$ cat config.mk
export PLATFORM = sky130hd
export DESIGN_NAME = manhattan_walk_join_checker_unit
export DESIGN_NICKNAME = d
export VERILOG_FILES = /design/src/sv/mwj_pkg.sv /design/src/sv/manhattan_walk_join_checker_unit.sv /design/src/sv/mwj_cell.sv /design/src/sv/mwj_walker.sv
export SDC_FILE = /design/constraint.sdc
export NUM_CORES = 1
export LEC_CHECK = 0
export BUFFER_PORTS_ARGS = -buffer_cell sky130_fd_sc_hd__buf_2
export CAP_MARGIN = 20
export CORE_MARGIN = 2
export CORE_UTILIZATION = 55
export DETAILED_ROUTE_END_ITERATION = 8
export PLACE_DENSITY = 0.72
export SYNTH_ARGS = -nofsm -noshare
export SYNTH_HDL_FRONTEND = slang
export SYNTH_SLANG_ARGS = --single-unit
$ cat constraint.sdc
create_clock -name clk -period 17.8 [get_ports clk]
set_input_delay 3.56 -clock clk [delete_from_list [all_inputs] [get_ports clk]]
set_output_delay 3.56 -clock clk [all_outputs]
set_load 0.1 [all_outputs]
$ cat src/sv/mwj_pkg.sv
// Package for the Manhattan walk join checker.
// Holds the item types, status codes and walker control struct.
// No dependencies.
package mwj_pkg;

  localparam int WALK_FIELD_W = 30;
  localparam int KEY_FIELD_W  = 20;
  localparam int COUNT_W      = 32;
  localparam int STATUS_W     = 2;

  // Status codes of a result item
  localparam logic [STATUS_W-1:0] ST_LOADED = 2'd0;
  localparam logic [STATUS_W-1:0] ST_JOIN   = 2'd1;
  localparam logic [STATUS_W-1:0] ST_TURN   = 2'd2;
  localparam logic [STATUS_W-1:0] ST_HIT    = 2'd3;

  // Command codes of an input item
  localparam logic CMD_LOAD = 1'b0;
  localparam logic CMD_TEST = 1'b1;

  typedef struct packed {
    logic                    command;
    logic [WALK_FIELD_W-1:0] walk_bits;
  } mwj_in_t;

  typedef struct packed {
    logic [STATUS_W-1:0]    status;
    logic [KEY_FIELD_W-1:0] prefix_key;
    logic [KEY_FIELD_W-1:0] end_key;
    logic [COUNT_W-1:0]     join_count;
  } mwj_out_t;

  typedef struct packed {
    logic init;
    logic adv;
  } mwj_walk_ctl_t;

endpackage

$ cat src/sv/manhattan_walk_join_checker_unit.sv
// Manhattan walk join checker, top level. Depends on mwj_pkg, mwj_walker
// and mwj_cell.
//
// Assert start with an item while busy is low. A load item traces its walk
// one step per cycle into a chain of WALK_STEPS+1 point cells; a test item
// first checks the turn pattern at the join and, if that passes, traces its
// walk one step per cycle from the prefix end while every cell compares its
// stored point with the current point. Load and passing test items hold busy
// while the single walker steps once per cycle through the walk; no new item
// is taken until its trace ends. A turn reject returns its result in the
// cycle after it is taken. Each item gives one result, shown for one cycle
// with out_valid high; the receiver cannot stall it. A new item may be
// taken during that cycle.
// Test items before the first load read undefined prefix points.
module manhattan_walk_join_checker_unit
  import mwj_pkg::*;
#(
  parameter int WALK_STEPS = 30,
  parameter int KEY_STEPS  = 20
) (
  input  logic     clk,
  input  logic     rst_n,
  input  logic     start,
  output logic     busy,
  input  mwj_in_t  in_item,
  output logic     out_valid,
  output mwj_out_t out_item
);

  localparam int KEY_LEN = (KEY_STEPS > WALK_STEPS) ? WALK_STEPS : KEY_STEPS;
  localparam int KEY_X_W = (KEY_LEN > KEY_FIELD_W) ? KEY_LEN : KEY_FIELD_W;
  localparam int COORD_W = $clog2(2 * WALK_STEPS + 1) + 1;
  localparam int PT_W    = 2 * COORD_W;
  localparam int NCELL   = WALK_STEPS + 1;
  localparam int CNT_W   = $clog2(WALK_STEPS + 1);

  typedef enum logic [1:0] {
    S_IDLE,
    S_LOAD,
    S_TEST
  } state_t;

  state_t                 state_r, state_nxt;
  logic [CNT_W-1:0]       cnt_r, cnt_nxt;
  logic                   hit_r, hit_nxt;
  logic [WALK_STEPS-1:0]  prefix_walk_r, prefix_walk_nxt;
  logic [PT_W-1:0]        prefix_end_r, prefix_end_nxt;
  logic [COUNT_W-1:0]     join_cnt_r, join_cnt_nxt;
  logic                   out_valid_r, out_valid_nxt;
  logic [STATUS_W-1:0]    out_status_r, out_status_nxt;
  logic [KEY_LEN-1:0]     sfx_key_r, sfx_key_nxt;
  logic [KEY_FIELD_W-1:0] out_end_key_r, out_end_key_nxt;

  logic                   accept;
  logic [WALK_STEPS-1:0]  walk_ext;
  logic                   turns;
  logic [KEY_LEN-1:0]     sfx_key;
  logic                   last_step;
  logic                   match_any;
  logic [KEY_X_W-1:0]     end_key_x;
  logic [KEY_X_W-1:0]     prefix_key_x;
  mwj_walk_ctl_t          walk_ctl;
  logic [PT_W-1:0]        init_pt;
  logic [PT_W-1:0]        cur_pt;
  logic [PT_W-1:0]        chain [NCELL+1];
  logic [NCELL-1:0]       match_vec;

  assign busy     = (state_r != S_IDLE);
  assign accept   = start && !busy;
  assign walk_ext = WALK_STEPS'(in_item.walk_bits);

  // Turn test across the join: last two prefix steps and first two suffix steps
  always_comb begin
    logic a, b, c, d;
    a = prefix_walk_r[1];
    b = prefix_walk_r[0];
    c = walk_ext[WALK_STEPS-1];
    d = walk_ext[WALK_STEPS-2];
    turns = ((a == c) && (b != a)) || ((b == d) && (c != b));
  end

  // Bin key of the suffix: last steps, complemented when the lead bit is set
  assign sfx_key = walk_ext[KEY_LEN-1] ? ~walk_ext[KEY_LEN-1:0] : walk_ext[KEY_LEN-1:0];

  assign last_step = (cnt_r == CNT_W'(WALK_STEPS));

  // Walker control: start a trace on an accepted load or passing test, step through load and test
  always_comb begin
    walk_ctl.init = accept && ((in_item.command == CMD_LOAD) || !turns);
    walk_ctl.adv  = (state_r == S_LOAD) || (state_r == S_TEST);
    init_pt       = (in_item.command == CMD_LOAD) ? '0 : prefix_end_r;
  end

  mwj_walker #(
    .WALK_STEPS(WALK_STEPS),
    .COORD_W   (COORD_W)
  ) u_walker (
    .clk      (clk),
    .ctl      (walk_ctl),
    .init_pt  (init_pt),
    .init_walk(walk_ext),
    .pt       (cur_pt)
  );

  // Point chain: walker feeds the head, each cell compares with the walker
  assign chain[0] = cur_pt;

  for (genvar i = 0; i < NCELL; i++) begin : g_cell
    mwj_cell #(
      .PT_W(PT_W)
    ) u_cell (
      .clk     (clk),
      .shift_en(state_r == S_LOAD),
      .pt_in   (chain[i]),
      .probe   (cur_pt),
      .pt_out  (chain[i+1]),
      .match   (match_vec[i])
    );
  end

  assign match_any = |match_vec;

  // Widen the held suffix key to the output field
  assign end_key_x = KEY_X_W'(sfx_key_r);

  // Sequencer
  always_comb begin
    state_nxt       = state_r;
    cnt_nxt         = cnt_r;
    hit_nxt         = hit_r;
    prefix_walk_nxt = prefix_walk_r;
    prefix_end_nxt  = prefix_end_r;
    join_cnt_nxt    = join_cnt_r;
    out_valid_nxt   = 1'b0;
    out_status_nxt  = out_status_r;
    sfx_key_nxt     = sfx_key_r;
    out_end_key_nxt = out_end_key_r;
    case (state_r)
      S_IDLE: begin
        if (accept) begin
          cnt_nxt = '0;
          hit_nxt = 1'b0;
          if (in_item.command == CMD_LOAD) begin
            prefix_walk_nxt = walk_ext;
            state_nxt       = S_LOAD;
          end else if (turns) begin
            out_valid_nxt   = 1'b1;
            out_status_nxt  = ST_TURN;
            out_end_key_nxt = '0;
          end else begin
            sfx_key_nxt = sfx_key;
            state_nxt   = S_TEST;
          end
        end
      end
      S_LOAD: begin
        cnt_nxt = cnt_r + CNT_W'(1);
        if (last_step) begin
          prefix_end_nxt  = cur_pt;
          out_valid_nxt   = 1'b1;
          out_status_nxt  = ST_LOADED;
          out_end_key_nxt = '0;
          state_nxt       = S_IDLE;
        end
      end
      S_TEST: begin
        // Compare every point after the first step; the prefix end is skipped
        cnt_nxt = cnt_r + CNT_W'(1);
        if (cnt_r != '0) begin
          hit_nxt = hit_r || match_any;
        end
        if (last_step) begin
          out_valid_nxt = 1'b1;
          state_nxt     = S_IDLE;
          if (hit_r || match_any) begin
            out_status_nxt  = ST_HIT;
            out_end_key_nxt = '0;
          end else begin
            out_status_nxt  = ST_JOIN;
            out_end_key_nxt = end_key_x[KEY_FIELD_W-1:0];
            if (join_cnt_r != '1) begin
              join_cnt_nxt = join_cnt_r + COUNT_W'(1);
            end
          end
        end
      end
      default: begin
        state_nxt = S_IDLE;
      end
    endcase
  end

  always_ff @(posedge clk) begin
    if (!rst_n) begin
      state_r       <= S_IDLE;
      cnt_r         <= '0;
      hit_r         <= 1'b0;
      prefix_walk_r <= '0;
      prefix_end_r  <= '0;
      join_cnt_r    <= '0;
      out_valid_r   <= 1'b0;
      out_status_r  <= ST_LOADED;
      out_end_key_r <= '0;
    end else begin
      state_r       <= state_nxt;
      cnt_r         <= cnt_nxt;
      hit_r         <= hit_nxt;
      prefix_walk_r <= prefix_walk_nxt;
      prefix_end_r  <= prefix_end_nxt;
      join_cnt_r    <= join_cnt_nxt;
      out_valid_r   <= out_valid_nxt;
      out_status_r  <= out_status_nxt;
      out_end_key_r <= out_end_key_nxt;
    end
    sfx_key_r <= sfx_key_nxt;
  end

  // Drive the result item; key and count registers hold through the strobe
  assign prefix_key_x = KEY_X_W'(prefix_walk_r[WALK_STEPS-1 -: KEY_LEN]);

  assign out_valid           = out_valid_r;
  assign out_item.status     = out_status_r;
  assign out_item.prefix_key = prefix_key_x[KEY_FIELD_W-1:0];
  assign out_item.end_key    = out_end_key_r;
  assign out_item.join_count = join_cnt_r;

endmodule

$ cat src/sv/mwj_cell.sv
// One cell of the prefix point chain: holds one visited point.
// Shifts its point on to the next cell and compares it with the probe point.
// Depends on nothing.
module mwj_cell #(
  parameter int PT_W = 14
) (
  input  logic            clk,
  input  logic            shift_en,
  input  logic [PT_W-1:0] pt_in,
  input  logic [PT_W-1:0] probe,
  output logic [PT_W-1:0] pt_out,
  output logic            match
);

  logic [PT_W-1:0] pt_r;

  // Take the neighbor's point while the chain fills
  always_ff @(posedge clk) begin
    if (shift_en) begin
      pt_r <= pt_in;
    end
  end

  assign pt_out = pt_r;

  // Flag a collision with the walker's current point
  assign match = (pt_r == probe);

endmodule

$ cat src/sv/mwj_walker.sv
// Walk tracer: holds the current lattice point and the remaining step bits.
// Takes one Manhattan-lattice step per advance. Uses mwj_pkg.
module mwj_walker
  import mwj_pkg::*;
#(
  parameter int WALK_STEPS = 30,
  parameter int COORD_W    = 7
) (
  input  logic                 clk,
  input  mwj_walk_ctl_t        ctl,
  input  logic [2*COORD_W-1:0] init_pt,
  input  logic [WALK_STEPS-1:0] init_walk,
  output logic [2*COORD_W-1:0] pt
);

  logic [COORD_W-1:0]    x_r, x_nxt;
  logic [COORD_W-1:0]    y_r, y_nxt;
  logic [WALK_STEPS-1:0] walk_r, walk_nxt;
  logic                  step_bit;

  assign step_bit = walk_r[WALK_STEPS-1];

  // Load on init, else step: vertical by x parity, horizontal by y parity
  always_comb begin
    x_nxt    = x_r;
    y_nxt    = y_r;
    walk_nxt = walk_r;
    if (ctl.init) begin
      x_nxt    = init_pt[2*COORD_W-1:COORD_W];
      y_nxt    = init_pt[COORD_W-1:0];
      walk_nxt = init_walk;
    end else if (ctl.adv) begin
      walk_nxt = {walk_r[WALK_STEPS-2:0], 1'b0};
      if (!step_bit) begin
        y_nxt = x_r[0] ? (y_r - COORD_W'(1)) : (y_r + COORD_W'(1));
      end else begin
        x_nxt = y_r[0] ? (x_r - COORD_W'(1)) : (x_r + COORD_W'(1));
      end
    end
  end

  always_ff @(posedge clk) begin
    x_r    <= x_nxt;
    y_r    <= y_nxt;
    walk_r <= walk_nxt;
  end

  assign pt = {x_r, y_r};

endmodule

======== Word level (Yosys, flattened, before mapping) ========
Index checks and enable logic that the tools add are counted.
word-level totals
  output and inout port bits .............. 76
  register bits ........................... 605
cells by class
  reduce and logical (&&, ||, !) cells .... 30
  eq/ne operators ......................... 48
  add/sub/neg operators ................... 6
  bitwise operators ....................... 4
  mux-type cells .......................... 40
operators with widths
  cell                                                                     count
  14-bit == test                                                           31
  20-bit 2-to-1 mux                                                        6
  30-bit 2-to-1 mux                                                        2
  20-bit one-hot mux with 3 select lines                                   1
  7-bit 2-to-1 mux                                                         8
  32-bit by 1-bit adder with 32-bit output, second input constant          1
  32-bit inequality test, second input constant                            1
  31-bit OR reduction                                                      1
  20-bit NOT                                                               1
  19-bit 2-to-1 mux                                                        1
  2-bit 2-to-1 mux                                                         9
  7-bit by 1-bit adder with 7-bit output, second input constant            2
  14-bit 2-to-1 mux                                                        1
  7-bit by 1-bit subtractor with 7-bit output, second input constant       2
  2-bit inequality test, second input constant                             5
  5-bit one-hot mux with 2 select lines                                    1
  2-bit nonzero test                                                       5
  3-bit AND reduction                                                      3
  2-bit AND reduction                                                      4
  4-bit AND reduction                                                      2
  1-bit 2-to-1 mux                                                         6
  2-bit by 1-bit inequality test with 1-bit output, second input constant  3
  2-bit one-hot mux with 3 select lines                                    1
  6-bit AND reduction                                                      1
  18 further kinds                                                         30

======== Longest topological paths before layout ========
Gate-level depths: netlist (run 1).
  word-level depth ........................ 8
  depth in mapped cells ................... 15
  mapped depth without buffers ............ 9

======== Hierarchy ========
Synthesis (run 1) repeated with hierarchy kept, for this count alone.
unflattened totals
  cells, all modules ...................... 1823
  area, all modules ....................... 25844.8 µm²
modules (own cells, without submodules)
  module                            cells each  times used  area each (µm²)
  mwj_cell                          33          31          578.1
  manhattan_walk_join_checker_unit  627         1           5584.1
  mwj_walker                        173         1           2341.0

======== Least setup slack after synthesis (run 1) ========
Ideal clock, no wire load.
  path type ............................... reg-to-reg
  from .................................... register state_r[0]
  to ...................................... register prefix_end_r[10]
  setup time .............................. 132 ps
  slack ................................... 5432 ps
  path buffers ............................ 1
  cell stages (with the launch flop) ...... 6
  arrival ................................. 12236 ps
  cells stage by stage .................... dfxtp_1 > ha_1 > nand2_1 > clkbuf_1 > nand2_1 > a21oi_1
between the ends
  word-level cells in the longest chain between the ends .. 2
ends and longest elaborated chain
  element                                   line                                     text
  from (decl)                               manhattan_walk_join_checker_unit.sv:43   state_t state_r, state_nxt;
  from (signal assigned)                    manhattan_walk_join_checker_unit.sv:205  state_r <= state_nxt;
  2-bit by 1-bit == test with 1-bit output  manhattan_walk_join_checker_unit.sv:138  case (state_r)
  2-bit AND reduction (no source line)      --
  to (signal assigned)                      manhattan_walk_join_checker_unit.sv:209  prefix_end_r <= prefix_end_nxt;
  to (decl)                                 manhattan_walk_join_checker_unit.sv:47   logic [PT_W-1:0] prefix_end_r, prefix_end_nxt;
Every way passes these cells.
A chain may end at the register's enable or synchronous reset.

======== Worst setup path in the final report (run 1) ========
  from .................................... register state_r[0]
  to ...................................... output busy
between the ends
  word-level cells in the longest chain between the ends .. 1
ends and longest elaborated chain
  element             line                                    text
  2-bit nonzero test  manhattan_walk_join_checker_unit.sv:68  assign busy = (state_r != S_IDLE);
  to (decl)           manhattan_walk_join_checker_unit.sv:24  output logic busy,
Every way passes these cells.

==> out/results.ini, run 1 <==
[run_status]
status = completed

[place]
numPortBuffers = 109
dp_slack_ns = 11.93
place_congestion = 0.8067
hpwl_um = 31970

[power_and_ir_drop]
p_switching_mw = 1.632
combPwrFrac = 0.310
clockPowerShare = 0.260
power_density_mw_per_mm2 = 174.3
seqPwrFrac = 0.430
internal-power_mw = 3.331
p_sw_frac = 0.3288
p_leak_nw = 9.394
vdd_drop_max_mv = 0.1572

[floorplan]
boundaryPins = 110
initial_utilization = 0.5558
coreArea_mm2 = 0.04636
rows = 79
die_y_um = 220.4
die_w_um = 220.4
dieArea_mm2 = 0.04859

[cts]
cts_buffer_depth = 3
htree_levels = 2
cts_hold_buf = 0
cts_resized = 0
cts_sinks = 597
worstSkewPairLatency_ns = 0.61
cts-buffers-inserted = 59
root_buffer = clkbuf_16
cts_setup_buffers = 0
cts_tree = yes
cts.clk_slew.worst_paths_ns = 0.06

[run]
drv_cap = 0

[sta]
setup_viol = 0
period_share = 0.3181
maxSlewHeadroom = 0.2825
fin_ws_ns = 12.14
finalHoldViolations = 0
max_freq_mhz = 176.6
tns_ns = 0
tightest_slew_ns = 1.076
layout_min_cycle_time_ns = 5.662
slew_viol_final = 0
rsz0062_at_grt = no
clock_skew_ns = 0.01574

[yosys]
synth_top_cell_by_area = edfxtp_1
avgSynthCellArea_um2 = 14.25
synth_edf_count = 498
synth_top_area_frac = 0.5804
synth_flop_cell = edfxtp_1
netlist_area_mm2 = 0.02577
synth.mux.area_fraction = 0.01928
yosys-top-cells-area = edfxtp_1, xnor2_1, dfxtp_1
synth.distinct_cells = 52
syn_nets = 1862
synth_top_family_by_area = XOR/XNOR gates
ys_seq_elements = 597
yosys.area_share.xor_xnor = 0.1611
synth_fa_ha_area_frac = 0.01029
ys_async_sr_fraction = 0
seq_area_frac_synth = 0.6573
synth_compound_area_frac = 0.03205
synthCells = 1808
yosysWarningCount = 0
synth-simple-area-share = 0.08182

[detailed_routing]
top_layer = met5
drt_pre_antenna_iters = 6
met2_length_um = 25330
viasPerCell = 5.550
drc = 0
drt_wl_total_um = 50230
drtIter0Drc = 1046
wl_per_cell_um = 19.66
dr_total_vias = 14180
wl_met1_um = 20690
wl_met3_um = 3017
final_antenna_net_count = 0

[grt]
grt_overflow_total = 0
grt_first_pass_wirelength_um = 78180
grt_max_degree = 173
antenna_found_initial = 1
grt_pass1_vias = 14310
track_usage = 0.2110

[worst_setup_path]
cp_slowest_cell = buf_2
crit_required_ns = 14.24
end_kind = output pin
max_stage_delay_ns = 0.48
cpMostUsedCell = inv_1
path_cells = inv_1 > ha_1 > inv_1 > buf_2
worst_ep_arrival_time_ns = 2.10
path_buf_inv = 3
crit_family = buffers and inverters
startpoint_type = flip-flop
worstPathMaxFanout = 7
path_class = flip-flop to output pin

[finish]
nets = 1951
layout_common_cells = edfxtp_1, xnor2_1, nand2_1, xor2_1, buf_2
fillers = 3394
finish.utilization = 0.6144
syn2layout_area_growth_pct = 10.55
diodes = 0
regArea_mm2 = 0.01694
drive_gt1_frac = 0.1355
final_common_cell = edfxtp_1
multiInputGateArea_mm2 = 0.007880

[hold_path]
hp-class = flip-flop to flip-flop

==> through the flow <==
step	std cells	cell area, µm²	hold WS [ns]	power, mW
2_1_floorplan	1808	25770	0.4277	3.540
3_3_place_gp	2441	26420	0.4371	3.639
3_5_place_dp	2441	26420	0.4446	3.700
4_1_cts	2553	28440	0.4538	4.995
5_1_grt	2555	28480	0.4733	5.211
6_report	2555	28480	0.4511	4.963
==> cell type report <==
type,instances,area share
Inverter,18,0.002372
Clock inverter,41,0.01630
Timing Repair Buffer,140,0.02890
Tap cell,607,0.02666
Clock buffer,71,0.05451
Sequential cell,597,0.5946
Multi-Input combinational cell,1081,0.2767
==> per-layer routing <==
metal  track usage  up-vias
met3       0.04619       85
met1        0.2670     7028
li1              -     6681
met5             0        -
met4       0.06644        2
met2        0.3630      383
==> Yosys cell counts (10+ instances only) <==
master and count:
edfxtp_1 498, xnor2_1 342, nand2_1 142, xor2_1 132
dfxtp_1 99, nand4_1 89, nor4_1 55, a21oi_1 52
buf_4 42, nor2_1 33, mux2_2 29, clkbuf_1 28
o21ai_0 25, buf_6 23, nand2b_1 22, a22o_1 20
ha_1 18, nor3_1 18, inv_1 17, mux2i_1 17
nand3_1 17, a21o_1 10
==> final timing paths <==
check                   from          endpoint  slack [ns]  depth (start not counted)
max               state_r[0]              busy       12.14                          4
min             end_key_x[3]  out_end_key_r[3]        0.45                          1
max reg2reg  u_walker.x_r[6]    join_cnt_r[28]       13.65                         11
min reg2reg     end_key_x[3]  out_end_key_r[3]        0.45                          1
==> registers in the layout, summed over array words and instances, names as in the netlist, 14 cells and up <==
name,flops
out_end_key_r,20
prefix_end_r,14
g_cell.u_cell.pt_out,434
end_key_x,20
u_walker.walk_r,30
prefix_walk_r,22
join_cnt_r,32
==> cell families (layout without fill, tap and decap cells) <==
family / Yosys count / count (layout)
AND/OR/NAND/NOR: 409 / 409
multiplexers: 46 / 46
AO/OA/AOI/OAI: 131 / 131
flip-flops: 597 / 597
XOR/XNOR: 474 / 474
other: 1 / 1
buffers and inverters: 130 / 270
adder cells (fa/ha/maj): 20 / 20
==> power by group through the flow <==
stage / sequential (mW) / clock, mW / combinational, mW
detailed placement: 2.16 / 0 / 1.54
finish: 2.14 / 1.29 / 1.54
floorplan: 2.24 / 0 / 1.30
CTS: 2.14 / 1.31 / 1.55
global route: 2.17 / 1.36 / 1.68
global placement: 2.15 / 0 / 1.49
Power figures use the tool's default switching activity.
==> run 2: changes to the inputs <==
- clock period: 17.8 -> 5.9 ns (I/O delays scaled with it)
==> run 2 against run 1 <==
Final cell count grew 0.23%. Wire length grew 2.8%. Die area is the same. Via count grew 0.27%. Setup slack lost 10 ns. Sequential power grew to 3.1 times the previous value. Clock power grew to 2.9 times the previous value. Register-to-register slack lost 12 ns. Sequential cell count is the same. Sequential share of layout area shrank 0.25 points. Largest cell class unchanged. Largest power group unchanged.
==> out/results.ini, run 2 (synthesized netlist as in run 1, its figures left out) <==
[cts]
cts_sinks = 597  ; unchanged
cts.clk_slew.worst_paths_ns = 0.06  ; about the same
cts_setup_buffers = 0  ; unchanged
htree_levels = 2  ; unchanged
cts_buffer_depth = 3  ; unchanged
cts_resized = 0  ; unchanged
root_buffer = clkbuf_16  ; unchanged
cts-buffers-inserted = 60  ; was 59
cts_tree = yes  ; unchanged
worstSkewPairLatency_ns = 0.62  ; was 0.61 ns
cts_hold_buf = 0  ; unchanged

[worst_setup_path]
crit_required_ns = 6.44  ; was 14.24 ns
max_stage_delay_ns = 0.77  ; was 0.48 ns
path_buf_inv = 3  ; unchanged
path_class = flip-flop to flip-flop  ; was flip-flop to output pin
path_cells = buf_4 > buf_4 > xor2_1 > nor2_1 > nand4_1 > nand4_1 > nor3_1 > nand3_1 > or2_1 > buf_16 > or4_1 > a21oi_1  ; was inv_1 > ha_1 > inv_1 > buf_2
cp_slowest_cell = edfxtp_1  ; was buf_2
startpoint_type = flip-flop  ; unchanged
end_kind = flip-flop  ; was output pin
crit_family = simple AND/OR/NAND/NOR gates  ; was buffers and inverters
worstPathMaxFanout = 30  ; was 7
worst_ep_arrival_time_ns = 4.74  ; was 2.10 ns

[detailed_routing]
viasPerCell = 5.551  ; was 5.550
drtIter0Drc = 1136  ; was 1046
wl_per_cell_um = 20.16  ; was 19.66 µm
final_antenna_net_count = 0  ; unchanged
drt_pre_antenna_iters = 5  ; was 6
drc = 0  ; unchanged
drt_wl_total_um = 51630  ; was 50230 µm
dr_total_vias = 14220  ; was 14180

[sta]
layout_min_cycle_time_ns = 4.196
clock_skew_ns = 0.02347  ; was 0.01574 ns
maxSlewHeadroom = 0.2919  ; was 0.2825
tns_ns = 0  ; unchanged
period_share = 0.7111
slew_viol_final = 0  ; unchanged
rsz0062_at_grt = no  ; unchanged
setup_viol = 0  ; unchanged
finalHoldViolations = 0  ; unchanged
tightest_slew_ns = 1.062  ; was 1.076 ns
max_freq_mhz = 238.3

[finish]
syn2layout_area_growth_pct = 11.01  ; was 10.55%
final_area_mm2 = 0.02860  ; was 0.02848 mm²
largest_reg_flops = 434  ; unchanged
nets = 1960  ; was 1951
drive_gt1_frac = 0.1397  ; was 0.1355
final_common_cell = edfxtp_1  ; unchanged
diodes = 0  ; unchanged
finish.utilization = 0.6170  ; was 0.6144
layout_common_cells = edfxtp_1, xnor2_1, nand2_1, xor2_1, buf_2  ; unchanged

[place]
place_congestion = 0.8064  ; was 0.8067
hpwl_um = 33590  ; was 31970 µm
dpl_cell_area_mm2 = 0.02654  ; was 0.02642 mm²
numPortBuffers = 109  ; unchanged

[grt]
antenna_found_initial = 0  ; was 1
grt_pass1_vias = 14360  ; was 14310
track_usage = 0.2170  ; was 0.2110
grt_first_pass_wirelength_um = 80740  ; was 78180 µm
grt_overflow_total = 0  ; unchanged
grt_max_degree = 186  ; was 173

[floorplan]
coreArea_mm2 = 0.04636  ; unchanged
dieArea_mm2 = 0.04859  ; unchanged
boundaryPins = 110  ; unchanged
die_y_um = 220.4  ; unchanged
initial_utilization = 0.5558  ; unchanged
die_w_um = 220.4  ; unchanged
rows = 79  ; unchanged

[power_and_ir_drop]
power_density_mw_per_mm2 = 526.5  ; was 174.3 mW/mm²
vdd_drop_max_mv = 0.3615  ; was 0.1572 mV
power_mw = 15.06  ; was 4.963 mW
p_leak_nw = 9.452  ; was 9.394 nW

[run_status]
status = completed  ; unchanged

[hold_path]
hp-class = flip-flop to flip-flop  ; unchanged

[run]
drv_cap = 0  ; unchanged

run 2: where the power goes:
part | internal [mW] | switching (mW)
combinational | 1.92 | 2.77
sequential | 5.93 | 0.650
clock | 2.21 | 1.59
run 2: path summary, 6_finish.rpt:
kind	start	endpoint	slack, ns	depth (start not counted)
max	u_walker.y_r[6]	join_cnt_r[28]	1.70	12
min	prefix_end_r[2]	prefix_end_r[2]	0.45	2
max reg2reg	u_walker.y_r[6]	join_cnt_r[28]	1.70	12
min reg2reg	prefix_end_r[2]	prefix_end_r[2]	0.45	2
run 2: layer usage:
| metal | vias to the layer above | routed length, µm | track usage |
|---|---|---|---|
| li1 | 6671 | - | - |
| met1 | 7111 | 22380 | 0.2948 |
| met2 | 357 | 25510 | 0.3624 |
| met3 | 78 | 2513 | 0.03753 |
| met4 | 0 | 1234 | 0.06018 |
| met5 | - | 0 | 0 |
run 2: cell type report:
type                    count  area (µm²)
repair buffers            148       973.4
fillers                  3417       17750
inverters                  18       67.56
multi-input cells        1081        7880
clock inverters            24       256.5
clock buffers              86        1730
well taps                 607       759.5
flip-flops and latches    597       16940
run 2: worst reg2reg max path, stage by stage, from the launching register on:
cell and delay, ns:
edfxtp_1 0.77, buf_4 0.50, buf_4 0.26, xor2_1 0.15, nor2_1 0.06, nand4_1 0.12
nand4_1 0.18, nor3_1 0.33, nand3_1 0.40, or2_1 0.48, buf_16 0.22, or4_1 0.49
a21oi_1 0.16
run 2: stage by stage:
step | std cells | setup WS [ns] | hold slack, ns
2_1_floorplan | 1808 | 1.123 | 0.4277
3_3_place_gp | 2447 | 1.275 | 0.4386
3_5_place_dp | 2448 | 1.380 | 0.4415
4_1_cts | 2558 | 1.379 | 0.4562
5_1_grt | 2561 | 1.460 | 0.4665
6_report | 2561 | 1.704 | 0.4543
==> run 3: changes to the inputs <==
- clock period: 5.9 -> 4.2 ns (I/O delays scaled with it)
==> run 3 against run 2 <==
Global-route usage increased by 0.21 points. Combinational power increased by 44%. Clock skew decreased by 0.0071 ns. Via count increased by 0.37%. Cell area decreased by 0.29%. First-iteration DRC count increased by 16%. Critical path depth decreased by 1. Final cell count about the same. Hold slack improved by 0.00055 ns. Wire length increased by 0.72%. Critical endpoint is now join_cnt_r[30]. Largest cell class unchanged. Highest routed layer unchanged.
==> out/results.ini, run 3 (synthesized netlist as in run 1, its figures left out) <==
[detailed_routing]
viasPerCell = 5.576  ; was 5.551
drtIter0Drc = 1316  ; was 1136
wl_per_cell_um = 20.32  ; was 20.16 µm
final_antenna_net_count = 0  ; unchanged
drt_wl_total_um = 52010  ; was 51630 µm
drc = 0  ; unchanged
drt_pre_antenna_iters = 5  ; unchanged
dr_total_vias = 14270  ; was 14220

[finish]
diodes = 0  ; unchanged
nets = 1958  ; was 1960
largest_reg_flops = 434  ; unchanged
regArea_mm2 = 0.01694  ; about the same
final_common_cell = edfxtp_1  ; unchanged
drive_gt1_frac = 0.1368  ; was 0.1397
fillers = 3388  ; was 3417
syn2layout_area_growth_pct = 10.69  ; was 11.01%
layout_common_cells = edfxtp_1, xnor2_1, nand2_1, xor2_1, buf_2  ; unchanged
final_area_mm2 = 0.02852  ; was 0.02860 mm²
multiInputGateArea_mm2 = 0.007880  ; unchanged

[worst_setup_path]
crit_required_ns = 4.73  ; was 6.44 ns
startpoint_type = flip-flop  ; unchanged
worst_ep_arrival_time_ns = 4.23  ; was 4.74 ns
worstPathMaxFanout = 35  ; was 30
path_class = flip-flop to flip-flop  ; unchanged
end_kind = flip-flop  ; unchanged

[power_and_ir_drop]
internal-power_mw = 14.09  ; was 10.05 mW
clockPowerShare = 0.250  ; was 0.252
p_sw_frac = 0.3318  ; was 0.3325
p_leak_nw = 9.412  ; was 9.452 nW
combPwrFrac = 0.319  ; was 0.311
vdd_drop_max_mv = 0.6288  ; was 0.3615 mV
power_density_mw_per_mm2 = 739.5  ; was 526.5 mW/mm²
seqPwrFrac = 0.432  ; was 0.437
p_switching_mw = 6.999  ; was 5.008 mW
power_mw = 21.09  ; was 15.06 mW

[cts]
cts.clk_slew.worst_paths_ns = 0.06  ; about the same
cts_hold_buf = 0  ; unchanged
cts_tree = yes  ; unchanged
cts_sinks = 597  ; unchanged
cts-buffers-inserted = 59  ; was 60
cts_resized = 0  ; unchanged
worstSkewPairLatency_ns = 0.61  ; was 0.62 ns
cts_buffer_depth = 3  ; unchanged
htree_levels = 2  ; unchanged
root_buffer = clkbuf_16  ; unchanged
cts_setup_buffers = 0  ; unchanged

[sta]
layout_min_cycle_time_ns = 3.702  ; was 4.196 ns
tightest_slew_ns = 1.183  ; was 1.062 ns
maxSlewHeadroom = 0.2111  ; was 0.2919
setup_viol = 0  ; unchanged
slew_viol_final = 0  ; unchanged
finalHoldViolations = 0  ; unchanged
period_share = 0.8815  ; was 0.7111
max_freq_mhz = 270.1  ; was 238.3 MHz
rsz0062_at_grt = no  ; unchanged
clock_skew_ns = 0.01636  ; was 0.02347 ns

[floorplan]
rows = 79  ; unchanged
die_w_um = 220.4  ; unchanged
initial_utilization = 0.5558  ; unchanged
coreArea_mm2 = 0.04636  ; unchanged
dieArea_mm2 = 0.04859  ; unchanged
boundaryPins = 110  ; unchanged
die_y_um = 220.4  ; unchanged

[grt]
grt_first_pass_wirelength_um = 81120  ; was 80740 µm
grt_max_degree = 213  ; was 186
grt_pass1_vias = 14480  ; was 14360
antenna_found_initial = 0  ; unchanged
track_usage = 0.2191  ; was 0.2170
grt_overflow_total = 0  ; unchanged

[run_status]
status = completed  ; unchanged

[hold_path]
hp-class = flip-flop to flip-flop  ; unchanged

[place]
numPortBuffers = 109  ; unchanged
hpwl_um = 33280  ; was 33590 µm
dpl_cell_area_mm2 = 0.02660  ; was 0.02654 mm²
place_congestion = 0.8121  ; was 0.8064

[run]
drv_cap = 0  ; unchanged

## run 3: changes by cell type in the layout (fill, tap and decap cells not counted), sizes merged
cell      before  now
clkinvlp       2    1
clkinv        18   23
bufinv         4    7
inv           18   19
clkbuf        86   77
buf          148  147
## run 3: layer usage
layer  track usage  share of wire  vias to the layer above
li1              -              -                     6680
met1        0.2911           0.42                     7135
met2        0.3744           0.50                      367
met3       0.03945          0.055                       88
met4       0.05570          0.022                        0
met5             0              0                        -
## run 3: path summary, 6_finish.rpt
path,depth (start not counted),from,end,slack [ns]
setup / recovery,11,u_walker.x_r[0],join_cnt_r[30],0.50
hold / removal,2,prefix_walk_r[15],prefix_walk_r[15],0.45
setup reg to reg,11,u_walker.x_r[0],join_cnt_r[30],0.50
hold reg to reg,2,prefix_walk_r[15],prefix_walk_r[15],0.45
## run 3: final cells by class
class                   count  area share
clock inverters            32     0.01180
flip-flops and latches    597      0.5939
repair buffers            147     0.03343
inverters                  18    0.002369
multi-input cells        1081      0.2763
well taps                 607     0.02663
clock buffers              77     0.05558
## run 3: critical path: stages, from the launching register on
cell      delay (ns)
edfxtp_1        0.61
buf_4           0.30
xnor2_1         0.10
nand4_1         0.09
nor4_1          0.08
nor4_1          0.41
nand4_1         0.36
or3_1           0.54
or2_1           0.27
buf_12          0.18
or4_1           0.49
a21oi_1         0.16
## run 3: per-stage QoR
stage / setup WS [ns] / hold slack [ns] / std cells / TNS [ns] / util
global route: 0.2901 / 0.4541 / 2559 / 0 / 0.6152
CTS: 0.4830 / 0.4431 / 2559 / 0 / 0.6152
floorplan: -0.4750 / 0.4277 / 1808 / -14.35 / -
finish: 0.4979 / 0.4548 / 2559 / 0 / 0.6152
global placement: 0.4832 / 0.4394 / 2449 / 0 / 0.5737
detailed placement: 0.5240 / 0.4420 / 2450 / 0 / 0.5738
## run 3: power by group through the flow
stage	sequential (mW)	combinational, mW	clock (mW)
floorplan	9.11	5.50	0
global placement	9.15	6.56	0
detailed placement	9.21	6.73	0
CTS	9.11	6.78	5.35
global route	9.25	7.32	5.58
finish	9.10	6.72	5.27
